File: src/design/stt_pkg.sv
// ----------------------------------------------------------------------------
// stt_pkg
// Shared types, token kind codes and keyword table for the source tokenizer.
// ----------------------------------------------------------------------------
package stt_pkg;

	localparam int POS_W      = 16;
	localparam int KW_CHARS   = 6;
	localparam int KW_IDX_W   = $clog2(KW_CHARS);
	localparam int MAX_LEN    = 255;
	localparam int NUM_KW     = 13;
	localparam int KIND_W     = 6;
	localparam int START_W    = 16;
	localparam int LEN_W      = 8;
	localparam int Q_DEPTH    = 8;
	localparam int Q_IDX_W    = $clog2(Q_DEPTH);
	localparam int Q_LVL_W    = Q_IDX_W + 1;

	// token kinds
	localparam logic [KIND_W-1:0] K_ERR    = 6'd0;
	localparam logic [KIND_W-1:0] K_IDENT  = 6'd14;
	localparam logic [KIND_W-1:0] K_NUM    = 6'd15;
	localparam logic [KIND_W-1:0] K_ASSIGN = 6'd16;
	localparam logic [KIND_W-1:0] K_EQEQ   = 6'd17;
	localparam logic [KIND_W-1:0] K_COLON  = 6'd18;
	localparam logic [KIND_W-1:0] K_DEFINE = 6'd19;
	localparam logic [KIND_W-1:0] K_GT     = 6'd20;
	localparam logic [KIND_W-1:0] K_GE     = 6'd21;
	localparam logic [KIND_W-1:0] K_LT     = 6'd22;
	localparam logic [KIND_W-1:0] K_LE     = 6'd23;
	localparam logic [KIND_W-1:0] K_SHL    = 6'd24;
	localparam logic [KIND_W-1:0] K_NE     = 6'd25;
	localparam logic [KIND_W-1:0] K_PLUS   = 6'd26;
	localparam logic [KIND_W-1:0] K_MINUS  = 6'd27;
	localparam logic [KIND_W-1:0] K_STAR   = 6'd28;
	localparam logic [KIND_W-1:0] K_SLASH  = 6'd29;
	localparam logic [KIND_W-1:0] K_LPAR   = 6'd30;
	localparam logic [KIND_W-1:0] K_RPAR   = 6'd31;
	localparam logic [KIND_W-1:0] K_LBRK   = 6'd32;
	localparam logic [KIND_W-1:0] K_RBRK   = 6'd33;
	localparam logic [KIND_W-1:0] K_LBRC   = 6'd34;
	localparam logic [KIND_W-1:0] K_RBRC   = 6'd35;
	localparam logic [KIND_W-1:0] K_COMMA  = 6'd36;
	localparam logic [KIND_W-1:0] K_SEMI   = 6'd37;
	localparam logic [KIND_W-1:0] K_HASH   = 6'd38;
	localparam logic [KIND_W-1:0] K_QUOTE  = 6'd39;
	localparam logic [KIND_W-1:0] K_END    = 6'd40;

	// keyword text, first character in the low byte, zero padded
	localparam logic [KW_CHARS*8-1:0] KW_TEXT [NUM_KW] = '{
		48'h0000_0000_6669,  // if
		48'h0000_6e65_6874,  // then
		48'h0000_6573_6c65,  // else
		48'h0000_0064_6e65,  // end
		48'h7461_6570_6572,  // repeat
		48'h006c_6974_6e75,  // until
		48'h0000_6461_6572,  // read
		48'h0065_7469_7277,  // write
		48'h0000_0074_6e69,  // int
		48'h0000_6e69_616d,  // main
		48'h0074_616f_6c66,  // float
		48'h656c_6275_6f64,  // double
		48'h6e72_7574_6572   // return
	};
	localparam logic [LEN_W-1:0] KW_LEN [NUM_KW] = '{
		8'd2, 8'd4, 8'd4, 8'd3, 8'd6, 8'd5, 8'd4, 8'd5, 8'd3, 8'd4, 8'd5, 8'd6, 8'd6
	};

	typedef struct packed {
		logic [KIND_W-1:0]  kind;
		logic [START_W-1:0] start_pos;
		logic [LEN_W-1:0]   tok_len;
		logic               last;
	} tok_t;

	typedef struct packed {
		logic [1:0] cnt;
		tok_t       tok0;
		tok_t       tok1;
	} push_t;

	function automatic logic [KIND_W-1:0] kw_kind(input logic [KW_CHARS*8-1:0] text,
		input logic [LEN_W-1:0] len);
		logic [KIND_W-1:0] k;
		k = K_IDENT;
		// first match wins, so scan from the back
		for (int i = NUM_KW - 1; i >= 0; i--) begin
			if (text == KW_TEXT[i] && len == KW_LEN[i]) k = KIND_W'(i + 1);
		end
		return k;
	endfunction

	function automatic logic is_letter(input logic [7:0] c);
		return (c >= 8'h61 && c <= 8'h7a) || (c >= 8'h41 && c <= 8'h5a);
	endfunction

	function automatic logic is_digit(input logic [7:0] c);
		return c >= 8'h30 && c <= 8'h39;
	endfunction

endpackage

File: src/design/stt_scan.sv
// ----------------------------------------------------------------------------
// stt_scan
// Scanner state and per-byte token logic; emits up to two tokens per byte.
// ----------------------------------------------------------------------------
module stt_scan import stt_pkg::*; (
	input  logic        clk,
	input  logic        arst_n,
	input  logic        item_valid,
	input  logic [7:0]  item_char,
	output push_t       push
);

	typedef enum logic [3:0] {
		M_IDLE, M_IDENT, M_NUM, M_EQ, M_COLON, M_GT, M_LT, M_BANG,
		M_SLASH, M_COMM, M_CSTAR
	} mode_t;

	localparam logic [7:0] CH_NUL   = 8'h00;
	localparam logic [7:0] CH_LF    = 8'h0a;
	localparam logic [7:0] CH_SP    = 8'h20;
	localparam logic [7:0] CH_BANG  = 8'h21;
	localparam logic [7:0] CH_QUOTE = 8'h22;
	localparam logic [7:0] CH_HASH  = 8'h23;
	localparam logic [7:0] CH_LPAR  = 8'h28;
	localparam logic [7:0] CH_RPAR  = 8'h29;
	localparam logic [7:0] CH_STAR  = 8'h2a;
	localparam logic [7:0] CH_PLUS  = 8'h2b;
	localparam logic [7:0] CH_COMMA = 8'h2c;
	localparam logic [7:0] CH_MINUS = 8'h2d;
	localparam logic [7:0] CH_SLASH = 8'h2f;
	localparam logic [7:0] CH_COLON = 8'h3a;
	localparam logic [7:0] CH_SEMI  = 8'h3b;
	localparam logic [7:0] CH_LT    = 8'h3c;
	localparam logic [7:0] CH_EQ    = 8'h3d;
	localparam logic [7:0] CH_GT    = 8'h3e;
	localparam logic [7:0] CH_LBRK  = 8'h5b;
	localparam logic [7:0] CH_RBRK  = 8'h5d;
	localparam logic [7:0] CH_LBRC  = 8'h7b;
	localparam logic [7:0] CH_RBRC  = 8'h7d;

	mode_t                      mode_q, mode_n;
	logic [KW_CHARS-1:0][7:0]   buf_q, buf_n;
	logic [LEN_W-1:0]           len_q, len_n;
	logic [POS_W-1:0]           start_q, start_n;
	logic [POS_W-1:0]           pos_q;

	logic                       pre_v, idle_v, do_idle, grow;
	logic [KIND_W-1:0]          pre_k, idle_k;
	logic [POS_W-1:0]           pre_s;
	logic [LEN_W-1:0]           pre_l;
	tok_t                       pre_tok, idle_tok;
	logic [7:0]                 c;

	assign c = item_char;

	always_comb begin
		mode_n  = mode_q;
		buf_n   = buf_q;
		len_n   = len_q;
		start_n = start_q;
		pre_v   = 1'b0;
		pre_k   = K_ERR;
		pre_s   = start_q;
		pre_l   = 8'd1;
		do_idle = 1'b0;
		grow    = 1'b0;
		idle_v  = 1'b0;
		idle_k  = K_ERR;

		if (item_valid) begin
			case (mode_q)
				M_IDENT: begin
					if (is_letter(c) || is_digit(c)) begin
						grow = 1'b1;
					end else begin
						pre_v   = 1'b1;
						pre_k   = kw_kind(buf_q, len_q);
						pre_l   = len_q;
						do_idle = 1'b1;
					end
				end
				M_NUM: begin
					if (is_digit(c)) begin
						grow = 1'b1;
					end else begin
						pre_v   = 1'b1;
						pre_k   = K_NUM;
						pre_l   = len_q;
						do_idle = 1'b1;
					end
				end
				M_EQ, M_COLON, M_GT, M_BANG, M_LT: begin
					pre_v = 1'b1;
					if (mode_q == M_LT && c == CH_LT) begin
						pre_k  = K_SHL;
						pre_l  = 8'd2;
						mode_n = M_IDLE;
					end else if (c == CH_EQ) begin
						pre_l  = 8'd2;
						mode_n = M_IDLE;
						case (mode_q)
							M_EQ:    pre_k = K_EQEQ;
							M_COLON: pre_k = K_DEFINE;
							M_GT:    pre_k = K_GE;
							M_LT:    pre_k = K_LE;
							M_BANG:  pre_k = K_NE;
							default: pre_k = K_ERR;
						endcase
					end else begin
						do_idle = 1'b1;
						case (mode_q)
							M_EQ:    pre_k = K_ASSIGN;
							M_COLON: pre_k = K_COLON;
							M_GT:    pre_k = K_GT;
							M_LT:    pre_k = K_LT;
							default: pre_k = K_ERR;   // lone bang
						endcase
					end
				end
				M_SLASH: begin
					if (c == CH_STAR) begin
						mode_n = M_COMM;
					end else begin
						pre_v   = 1'b1;
						pre_k   = K_SLASH;
						do_idle = 1'b1;
					end
				end
				M_COMM, M_CSTAR: begin
					if (c == CH_NUL) begin
						// unclosed comment: end token at this byte
						pre_v  = 1'b1;
						pre_k  = K_END;
						pre_s  = pos_q;
						mode_n = M_IDLE;
					end else if (c == CH_STAR) begin
						mode_n = M_CSTAR;
					end else if (c == CH_SLASH && mode_q == M_CSTAR) begin
						mode_n = M_IDLE;
					end else begin
						mode_n = M_COMM;
					end
				end
				default: do_idle = 1'b1;
			endcase

			if (grow) begin
				if (len_q < LEN_W'(KW_CHARS)) buf_n[len_q[KW_IDX_W-1:0]] = c;
				if (len_q < LEN_W'(MAX_LEN)) len_n = len_q + 8'd1;
			end

			// scan this byte from idle
			if (do_idle) begin
				mode_n = M_IDLE;
				if (is_letter(c) || is_digit(c)) begin
					buf_n    = '0;
					buf_n[0] = c;
					len_n    = 8'd1;
					start_n  = pos_q;
					mode_n   = is_letter(c) ? M_IDENT : M_NUM;
				end else if (c != CH_SP && c != CH_LF) begin
					case (c)
						CH_EQ:    begin mode_n = M_EQ;    start_n = pos_q; end
						CH_COLON: begin mode_n = M_COLON; start_n = pos_q; end
						CH_GT:    begin mode_n = M_GT;    start_n = pos_q; end
						CH_LT:    begin mode_n = M_LT;    start_n = pos_q; end
						CH_BANG:  begin mode_n = M_BANG;  start_n = pos_q; end
						CH_SLASH: begin mode_n = M_SLASH; start_n = pos_q; end
						CH_PLUS:  begin idle_v = 1'b1; idle_k = K_PLUS;  end
						CH_MINUS: begin idle_v = 1'b1; idle_k = K_MINUS; end
						CH_STAR:  begin idle_v = 1'b1; idle_k = K_STAR;  end
						CH_LPAR:  begin idle_v = 1'b1; idle_k = K_LPAR;  end
						CH_RPAR:  begin idle_v = 1'b1; idle_k = K_RPAR;  end
						CH_LBRK:  begin idle_v = 1'b1; idle_k = K_LBRK;  end
						CH_RBRK:  begin idle_v = 1'b1; idle_k = K_RBRK;  end
						CH_LBRC:  begin idle_v = 1'b1; idle_k = K_LBRC;  end
						CH_RBRC:  begin idle_v = 1'b1; idle_k = K_RBRC;  end
						CH_COMMA: begin idle_v = 1'b1; idle_k = K_COMMA; end
						CH_SEMI:  begin idle_v = 1'b1; idle_k = K_SEMI;  end
						CH_HASH:  begin idle_v = 1'b1; idle_k = K_HASH;  end
						CH_QUOTE: begin idle_v = 1'b1; idle_k = K_QUOTE; end
						CH_NUL:   begin idle_v = 1'b1; idle_k = K_END;   end
						default:  begin idle_v = 1'b1; idle_k = K_ERR;   end
					endcase
				end
			end
		end

		pre_tok  = '{kind: pre_k, start_pos: START_W'(pre_s), tok_len: pre_l,
			last: !idle_v};
		idle_tok = '{kind: idle_k, start_pos: START_W'(pos_q), tok_len: 8'd1,
			last: 1'b1};

		push.cnt  = {1'b0, pre_v} + {1'b0, idle_v};
		push.tok0 = pre_v ? pre_tok : idle_tok;
		push.tok1 = idle_tok;
	end

	always_ff @(posedge clk or negedge arst_n) begin
		if (!arst_n) begin
			mode_q  <= M_IDLE;
			buf_q   <= '0;
			len_q   <= '0;
			start_q <= '0;
			pos_q   <= '0;
		end else if (item_valid) begin
			mode_q  <= mode_n;
			buf_q   <= buf_n;
			len_q   <= len_n;
			start_q <= start_n;
			pos_q   <= pos_q + 1'b1;
		end
	end

`ifndef NO_ASSERTIONS
	a_pos_advance: assert property (@(posedge clk) disable iff (!arst_n)
		item_valid |=> pos_q == POS_W'($past(pos_q) + 1'b1))
		else $error("position did not advance by one per byte");

	a_run_nonempty: assert property (@(posedge clk) disable iff (!arst_n)
		(mode_q == M_IDENT || mode_q == M_NUM) |-> len_q != '0)
		else $error("identifier or number run with zero length");

	a_pair_last: assert property (@(posedge clk) disable iff (!arst_n)
		(push.cnt == 2'd2) |-> (push.tok1.last && !push.tok0.last))
		else $error("last flag misplaced on a two-token byte");
`endif

endmodule

File: src/design/stt_queue.sv
// ----------------------------------------------------------------------------
// stt_queue
// Token queue: takes zero, one or two tokens per cycle, hands out one per beat.
// ----------------------------------------------------------------------------
module stt_queue import stt_pkg::*; (
	input  logic               clk,
	input  logic               arst_n,
	input  push_t              push,
	output tok_t               out_tok,
	output logic               out_valid,
	input  logic               out_ready,
	output logic [Q_LVL_W-1:0] level
);

	tok_t               fifo_q [Q_DEPTH];
	logic [Q_IDX_W-1:0] wr_q, rd_q;
	logic [Q_LVL_W-1:0] level_q;
	logic               pop;

	assign out_valid = level_q != '0;
	assign out_tok   = fifo_q[rd_q];
	assign pop       = out_valid && out_ready;
	assign level     = level_q;

	always_ff @(posedge clk) begin
		if (push.cnt != 2'd0) fifo_q[wr_q] <= push.tok0;
		if (push.cnt == 2'd2) fifo_q[Q_IDX_W'(wr_q + 1'b1)] <= push.tok1;
	end

	always_ff @(posedge clk or negedge arst_n) begin
		if (!arst_n) begin
			wr_q    <= '0;
			rd_q    <= '0;
			level_q <= '0;
		end else begin
			wr_q    <= wr_q + Q_IDX_W'(push.cnt);
			if (pop) rd_q <= rd_q + 1'b1;
			level_q <= level_q + Q_LVL_W'(push.cnt) - Q_LVL_W'(pop);
		end
	end

`ifndef NO_ASSERTIONS
	a_no_overflow: assert property (@(posedge clk) disable iff (!arst_n)
		level_q <= Q_LVL_W'(Q_DEPTH))
		else $error("token queue overflow");

	a_level_track: assert property (@(posedge clk) disable iff (!arst_n)
		(push.cnt == 2'd0 && !pop) |=> $stable(level_q))
		else $error("queue level moved without push or pop");
`endif

endmodule

File: src/design/source_text_tokenizer_unit.sv
// ----------------------------------------------------------------------------
// source_text_tokenizer_unit
// Streaming tokenizer: source bytes in, tokens out.
// ----------------------------------------------------------------------------
// Usage:
//   s_axis carries one source byte per beat in tdata[7:0]; byte 0 ends the
//   input and yields an end token, after which scanning restarts from idle.
//   m_axis carries one token per beat: kind in tuser, start position and
//   length in tdata. tlast marks the final token caused by one input byte.
//   Path: an accepted byte is held in the input register; the tokens that
//   it completes are then written into the token queue, from which they are
//   presented on m_axis one per beat.
//   Throughput: one byte per cycle while s_axis_tready is high. A byte that
//   closes a lookahead token and also yields its own token produces two
//   beats, so the output side sets the pace when such bytes are dense.
//   Stall: tokens wait in an 8-entry queue; s_axis_tready drops when the
//   queue plus the byte in flight could not absorb two more tokens.
//   Reset: scanner returns to idle, position counter to 0, queue empties.
// ----------------------------------------------------------------------------
module source_text_tokenizer_unit import stt_pkg::*; (
	input  logic        clk,
	input  logic        arst_n,
	input  logic        s_axis_tvalid,
	output logic        s_axis_tready,
	input  logic [7:0]  s_axis_tdata,   // [7:0] char_in
	output logic        m_axis_tvalid,
	input  logic        m_axis_tready,
	output logic [23:0] m_axis_tdata,   // [15:0] start_pos, [23:16] tok_len
	output logic [7:0]  m_axis_tuser,   // [5:0] kind
	output logic        m_axis_tlast
);

	logic               v_s1;
	logic [7:0]         char_s1;
	push_t              push;
	tok_t               out_tok;
	logic [Q_LVL_W-1:0] level;
	logic [Q_LVL_W:0]   committed;

	// room for two tokens from the byte in flight and two from a new one
	assign committed     = {1'b0, level} + (v_s1 ? (Q_LVL_W+1)'(2) : '0);
	assign s_axis_tready = committed <= (Q_LVL_W+1)'(Q_DEPTH - 2);

	always_ff @(posedge clk or negedge arst_n) begin
		if (!arst_n) begin
			v_s1 <= 1'b0;
		end else begin
			v_s1 <= s_axis_tvalid && s_axis_tready;
		end
	end

	always_ff @(posedge clk) begin
		if (s_axis_tvalid && s_axis_tready) char_s1 <= s_axis_tdata;
	end

	stt_scan u_scan (
		.clk        (clk),
		.arst_n     (arst_n),
		.item_valid (v_s1),
		.item_char  (char_s1),
		.push       (push)
	);

	stt_queue u_queue (
		.clk       (clk),
		.arst_n    (arst_n),
		.push      (push),
		.out_tok   (out_tok),
		.out_valid (m_axis_tvalid),
		.out_ready (m_axis_tready),
		.level     (level)
	);

	assign m_axis_tdata = {out_tok.tok_len, out_tok.start_pos};
	assign m_axis_tuser = {2'b00, out_tok.kind};
	assign m_axis_tlast = out_tok.last;

endmodule

File: config.mk
export PLATFORM = sky130hd
export DESIGN_NAME = source_text_tokenizer_unit
export DESIGN_NICKNAME = d
export VERILOG_FILES = /design/src/design/stt_pkg.sv /design/src/design/stt_scan.sv /design/src/design/stt_queue.sv /design/src/design/source_text_tokenizer_unit.sv
export SDC_FILE = /design/constraint.sdc
export NUM_CORES = 1
export LEC_CHECK = 0
export BUFFER_PORTS_ARGS = -buffer_cell sky130_fd_sc_hd__clkbuf_2
export CAP_MARGIN = 20
export CORE_MARGIN = 10
export CORE_UTILIZATION = 55
export DETAILED_ROUTE_END_ITERATION = 7
export PLACE_DENSITY = 0.76
export SYNTH_ARGS = -nofsm -noshare
export SYNTH_HDL_FRONTEND = slang
export SYNTH_SLANG_ARGS = --single-unit
File: constraint.sdc
create_clock -name clk -period 4.56 [get_ports clk]
set_input_delay 0.228 -clock clk [delete_from_list [all_inputs] [get_ports clk]]
set_output_delay 0.228 -clock clk [all_outputs]
set_load 0.02 [all_outputs]
# [Yosys cells after proc, flatten, opt, wreduce, memory -nomap -nowiden]
# Memory sizes are Yosys's and may differ from the RTL's.
# Index checks and enable logic that the tools add are counted.
# W data, S select, Z words.
[classes] add_sub_neg=9 order_cmp=11 eq_ne=52 n_mux=88 reduce_logical=36
[op_table] cell="$eq A48 B31 Y1 const B" n=4
[op_table] cell="$mux W48" n=4
[op_table] cell="$eq A48 B39 Y1 const B" n=3
[op_table] cell="$eq A48 B47 Y1 const B" n=3
[op_table] cell="$eq A8 B6 Y1 const B" n=15
[op_table] cell="$eq A48 B23 Y1 const B" n=2
[op_table] cell="$mux W16" n=6
[op_table] cell="$pmux W6 S14" n=1
[op_table] cell="$mux W8" n=9
[op_table] cell="$mux W4" n=17
[op_table] cell="$mux W6" n=9
[op_table] cell="$bwmux W48" n=1
[op_table] cell="$eq A48 B15 Y1 const B" n=1
[op_table] cell="$eq A8 B7 Y1 const B" n=4
[op_table] cell="$mux W31" n=1
[op_table] cell="$pmux W6 S5" n=1
[op_table] cell="$pmux W5 S5" n=1
[op_table] cell="$demux W8 S3" n=1
[op_table] cell="$eq A8 B3 Y1 const B" n=3
[op_table] cell="$pmux W4 S6" n=1
[op_table] cell="$pmux W8 S3" n=1
[op_table] cell="$logic_and A1 B1 Y1" n=22
[op_table] cell="$mux W1" n=20
[op_table] cell="$pmux W5 S4" n=1
[op_table] cell="other kinds (42)" n=65
[totals] ff_bits=111 ram_bits=248 output_inout_bits=35 n_memories=1
[mem_list] memory="u_queue.fifo_q" depth=8 word_bits=31 rd=1 rd_clocked_by_memory_dff=0 write_ports=2 line_no="stt_queue.sv:15" rtl="tok_t fifo_q [Q_DEPTH];"

# [Depth between registers and ports, before layout]
[logic_depth] ltp_word=19 ltp_mapped=15 mapped_depth_nobuf=13

# [By module]
# A second synthesis with hierarchy kept.
[unflattened] hier_cells=1362 area_unflattened_um2=19246.0
[modules_own_cells] module="stt_queue" n_inst=1 cells_each=704 area_each_um2=12884.9 seq_area_each_um2=7697.4
[modules_own_cells] module="stt_scan" n_inst=1 cells_each=636 area_each_um2=6010.8 seq_area_each_um2=2302.2
[modules_own_cells] module="source_text_tokenizer_unit" n_inst=1 cells_each=22 area_each_um2=350.3 seq_area_each_um2=265.3

# [Worst setup path after synthesis]
# Ideal clock, no wire load.
[synth_timing] path_type="flip-flop to flip-flop" startpoint="register char_s1[3]" endpoint="memory u_queue.fifo_q[0][10] (netlist bit) (enable)" arrival_ns=3.492 slack_ns=0.690 path_stages_with_launch=12 synth_period_minus_slack_ns=3.870 path_cell_list="edfxtp_1 buf_6 or4_4 o221ai_4 and4_4 o31ai_2 nor3_1 inv_1 ha_1 nor4_1 a31oi_1 inv_1"
[synth_lines] item="start: declaration" line_no="source_text_tokenizer_unit.sv:34" rtl="logic [7:0] char_s1;"
[synth_lines] item="start signal: assignment" line_no="source_text_tokenizer_unit.sv:53" rtl="if (s_axis_tvalid && s_axis_tready) char_s1 <= s_axis_tdata;"
[synth_lines] item="end: declaration" line_no="stt_queue.sv:15"

==> parameters.txt <==
Parameter                              Value

Worst setup path
  Reg-to-reg critical path endpoint ... u_queue.fifo_q[4][11]$_DFFE_PP_
  Sum of buffers and inverters on the critical path ... 1
  Minimum setup slack among reg-to-reg paths ... 0.27 ns
  First element of the critical path ... char_s1[3]$_DFFE_PP_
  Kind of end point of the critical path ... flop
  CP Launch Type ... flop
  Largest fanout on the critical path ... 16
  Critical register-to-register path startpoint ... char_s1[3]$_DFFE_PP_
  Cell family with most CP delay ... simple AND/OR/NAND/NOR gates
  Worst path cell trace ... or4_4 > o221ai_4 > and4_4 > o31ai_2 > nor3_1 > inv_1 > ha_1 > nor2_1 > nand2_1 > nor2_2 > a22o_1
  Data arrival time of the critical path ... 4.67 ns
  Total stage count of the critical path ... 11
  Worst R2R Path Depth ... 11
  Slowest cell delay on critical path ... 0.77 ns
  Slowest library cell on the worst path ... nor2_2
  Timing endpoint of the critical path ... u_queue.fifo_q[4][11]$_DFFE_PP_
  Category of the critical setup timing path ... reg2reg
  Data required time of the worst path ... 4.95 ns

Clocking
  Sink count of the clock tree ... 359
  Number of clock buffers inserted by TritonCTS ... 39
  Worst skew pair latency ... 0.54 ns
  Gates resized, CTS repair ... 0
  CTS root buf ... clkbuf_16
  H-tree levels ... 2
  Hold bufs inserted after CTS ... 9
  CTS tree ... yes
  Clock-pin slew of the registers on the worst-case setup and hold paths ... 0.06 ns
  Deepest clock path buffer count ... 3
  Setup bufs post-CTS ... 0

Layout
  Area of the multi-input gates ... 0.007995 mm^2
  Share of cells above drive strength 1 ... 0.2132
  Final core utilization ... 0.6263
  Count of inserted antenna diode cells ... 0
  Fillcell total ... 2563
  Reg area ... 0.009550 mm^2
  Area Growth Syn to Fin ... 12.22%
  Number of nets at the end of the flow ... 1612

Detailed routing
  Total number of vias ... 13670
  Top sig layer ... met4
  Detailed-routed wire length on met2 ... 23030 um
  Violation count after the first detailed-routing iteration ... 1583
  Sum of routed wire segments on met1 ... 20820 um
  Sum of met3 wire segment lengths after detailed routing ... 5082 um
  Drt via density ... 6.664
  Total Wirelength ... 50200 um
  Routed wirelength normalized by instance count ... 24.48 um
  Detailed-routing iteration count for the pre-antenna-repair pass ... 8
  DRC violations left ... 0
  Antenna Nets Post-Route ... 0

Power and ir drop
  Max IR drop VDD ... 347.0 uV
  Combinational group share of total power ... 0.302
  LEAKAGE ... 7.397 nW
  Reported net switching power ... 0.003859 W
  Net Sw Frac ... 0.3525
  Portion of total power attributed to the clock network ... 0.279
  Internal power contribution ... 0.007090 W
  Reg power frac ... 0.419
  Final Power ... 0.01095 W
  Power density over the cells ... 537.3 mW/mm^2

Min path
  Class of the most critical hold timing path ... in2reg
  Hold wc startpoint ... m_axis_tready

Job
  Max-cap viol count ... 0

STA
  Unrepaired setup endpoints after global routing ... false
  Total of endpoints with negative setup slack in the final report ... 0
  Actual transition at the worst max-transition pin ... 1.174 ns
  Period Utilization, post-route ... 0.9398
  Total negative slack for setup checks ... 0 ns
  Total count of max-transition violations in the final report ... 0
  Worst max-slew margin expressed relative to the limit ... 0.2165
  Setup clock skew after layout ... 0.02736 ns
  Final Hold Violating Endpoints ... 0
  Max Clock Freq ... 233.4 MHz
  Post-layout minimum cycle time ... 4.285 ns

Synth
  Proportion of synthesized chip area in sequential cells ... 0.5256
  Warnings from Yosys ... 0
  Post-synth cell types ... 87
  Flip-flop and latch count after synthesis ... 359
  Cell area after technology mapping ... 0.01816 mm^2
  Most common flop cell mapped by yosys ... edfxtp_1
  Synthesized instance count ... 1533
  Post-Synthesis Mean Instance Area ... 11.85 um^2
  Synth async-reset ratio ... 0.2869
  Number of enable flip-flop cells after synthesis ... 184

Place
  Count of buffers from port buffering ... 44
  DP HPWL ... 33320 um
  Placer Congestion ... 0.9413

Die
  Die Area ... 0.04068 mm^2
  Initial cell density of the core ... 0.5581
  Top Ports ... 47
  Num rows ... 66
  Area inside the core boundary ... 0.03254 mm^2
  Die outline height ... 201.7 um
  Horizontal die dimension ... 201.7 um

Global route
  Largest net degree at the start of global routing ... 63
  Initial antenna violation count ... 0
  Number of global-route vias before repair ... 13460
  Congestion Overflow GR ... 0
  First-pass GRT wire length ... 79580 um
  Combined global-route utilization of all metal layers ... 0.2440

Status
  Run status ... finished clean
registers in the layout, indices dropped and copies added (netlist names), 4 cells and up:
register        count
u_queue.fifo_q    248
u_scan.buf_q       48
u_scan.pos_q       16
u_scan.start_q     16
char_s1             8
u_scan.len_q        8
u_queue.level       4
u_scan.mode_q       4
how the worst min path moves through the flow:
| stage | slack [ns] | cells past startpoint | endpoint |
|---|---|---|---|
| floorplan | -0.07 | 0 | u_queue.level[0]$_DFF_PN0_ |
| global placement | 0.36 | 1 | u_scan.buf_q[4]$_DFFE_PN0P_ |
| detailed placement | 0.36 | 1 | u_scan.buf_q[4]$_DFFE_PN0P_ |
| CTS | 0.005 | 3 | u_queue.rd_q[0]$_DFFE_PN0P_ |
| global route | 0.03 | 3 | u_queue.rd_q[0]$_DFFE_PN0P_ |
| finish | 0.005 | 3 | u_queue.rd_q[0]$_DFFE_PN0P_ |
per-layer routing:
layer | vias to the layer above | global-route usage
met4 | 0 | 0.07893
met2 | 746 | 0.3729
met5 | - | 0
met1 | 6798 | 0.3391
met3 | 98 | 0.05462
li1 | 6025 | -
cell type report:
type	count	share of cell area
clock inverters	12	0.003930
flip-flops and latches	359	0.4687
repair buffers	124	0.04433
multi-input cells	1022	0.3923
inverters	32	0.005894
well taps	442	0.02714
clock buffers	60	0.05771
stage by stage:
step | cells | setup WS (ns) | hold slack, ns | area, um^2
after CTS | 2049 | 0.3217 | 0.005183 | 20360
after global routing | 2051 | 0.07038 | 0.02760 | 20380
after floorplan | 1534 | 0.6903 | -0.06759 | 18160
after detailed placement | 1968 | 0.3634 | 0.3604 | 19010
after global placement | 1968 | 0.5494 | 0.3550 | 19010
final | 2051 | 0.2746 | 0.004937 | 20380
worst min-delay path, delay by kind of cell:
| family | cells | cell delay [ns] |
|---|---|---|
| and+or+nand+nor | 1 | 0.11 |
| xor gates and xnor gates | 1 | 0.08 |
| buffers and inverters | 1 | 0.08 |
power groups by stage:
stage,sequential [W],clock (W),combinational [W]
floorplan,0.00408,0,0.00268
global placement,0.00460,0,0.00321
detailed placement,0.00463,0,0.00327
CTS,0.00457,0.00309,0.00329
global route,0.00468,0.00322,0.00357
finish,0.00458,0.00306,0.00331
cells in the final DEF (no fill, tap or decap), types with 14 or more instances in the layout:
cell / netlist / final
nand4_1: 22 / 22
mux2_2: 59 / 59
edfxtp_1: 184 / 184
o22ai_1: 35 / 35
clkbuf_16: 0 / 40
dfxtp_1: 72 / 72
nand2_1: 135 / 135
ha_1: 20 / 20
nand3_1: 52 / 52
nor2b_1: 15 / 15
clkbuf_2: 0 / 43
a22o_1: 158 / 158
buf_4: 2 / 67
o21ai_0: 74 / 74
mux4_2: 62 / 62
dfrtp_1: 103 / 100
nor3_1: 31 / 31
xor2_1: 14 / 14
nor4_1: 22 / 22
nor2_1: 84 / 84
xnor2_1: 16 / 16
inv_1: 31 / 31
a21oi_1: 24 / 24
kinds of logic after synthesis:
family          synth area share
other cells            0.0002065
simple gates              0.1386
fa+ha+maj                0.01654
buf+inv                  0.03431
xor+xnor                 0.01447
flops                     0.5256
mux                       0.1135
compound gates            0.1568
Yosys cell counts (16+ instances only):
cell type | n | area share
nor4_1 | 22 | 0.0076
dfxtp_1 | 72 | 0.079
a21oi_1 | 24 | 0.0066
nand3_1 | 52 | 0.014
ha_1 | 20 | 0.014
dfrtp_1 | 103 | 0.14
o21ai_0 | 74 | 0.020
nor3_1 | 31 | 0.0085
inv_1 | 31 | 0.0064
nor2_1 | 84 | 0.017
o22ai_1 | 35 | 0.012
nand2_1 | 135 | 0.028
mux4_2 | 62 | 0.077
nand4_1 | 22 | 0.0076
a22o_1 | 158 | 0.076
mux2_2 | 59 | 0.037
buf_1 | 28 | 0.0058
xnor2_1 | 16 | 0.0077
edfxtp_1 | 184 | 0.30
clkbuf_1 | 73 | 0.015
(Power assumes the default switching activity.)
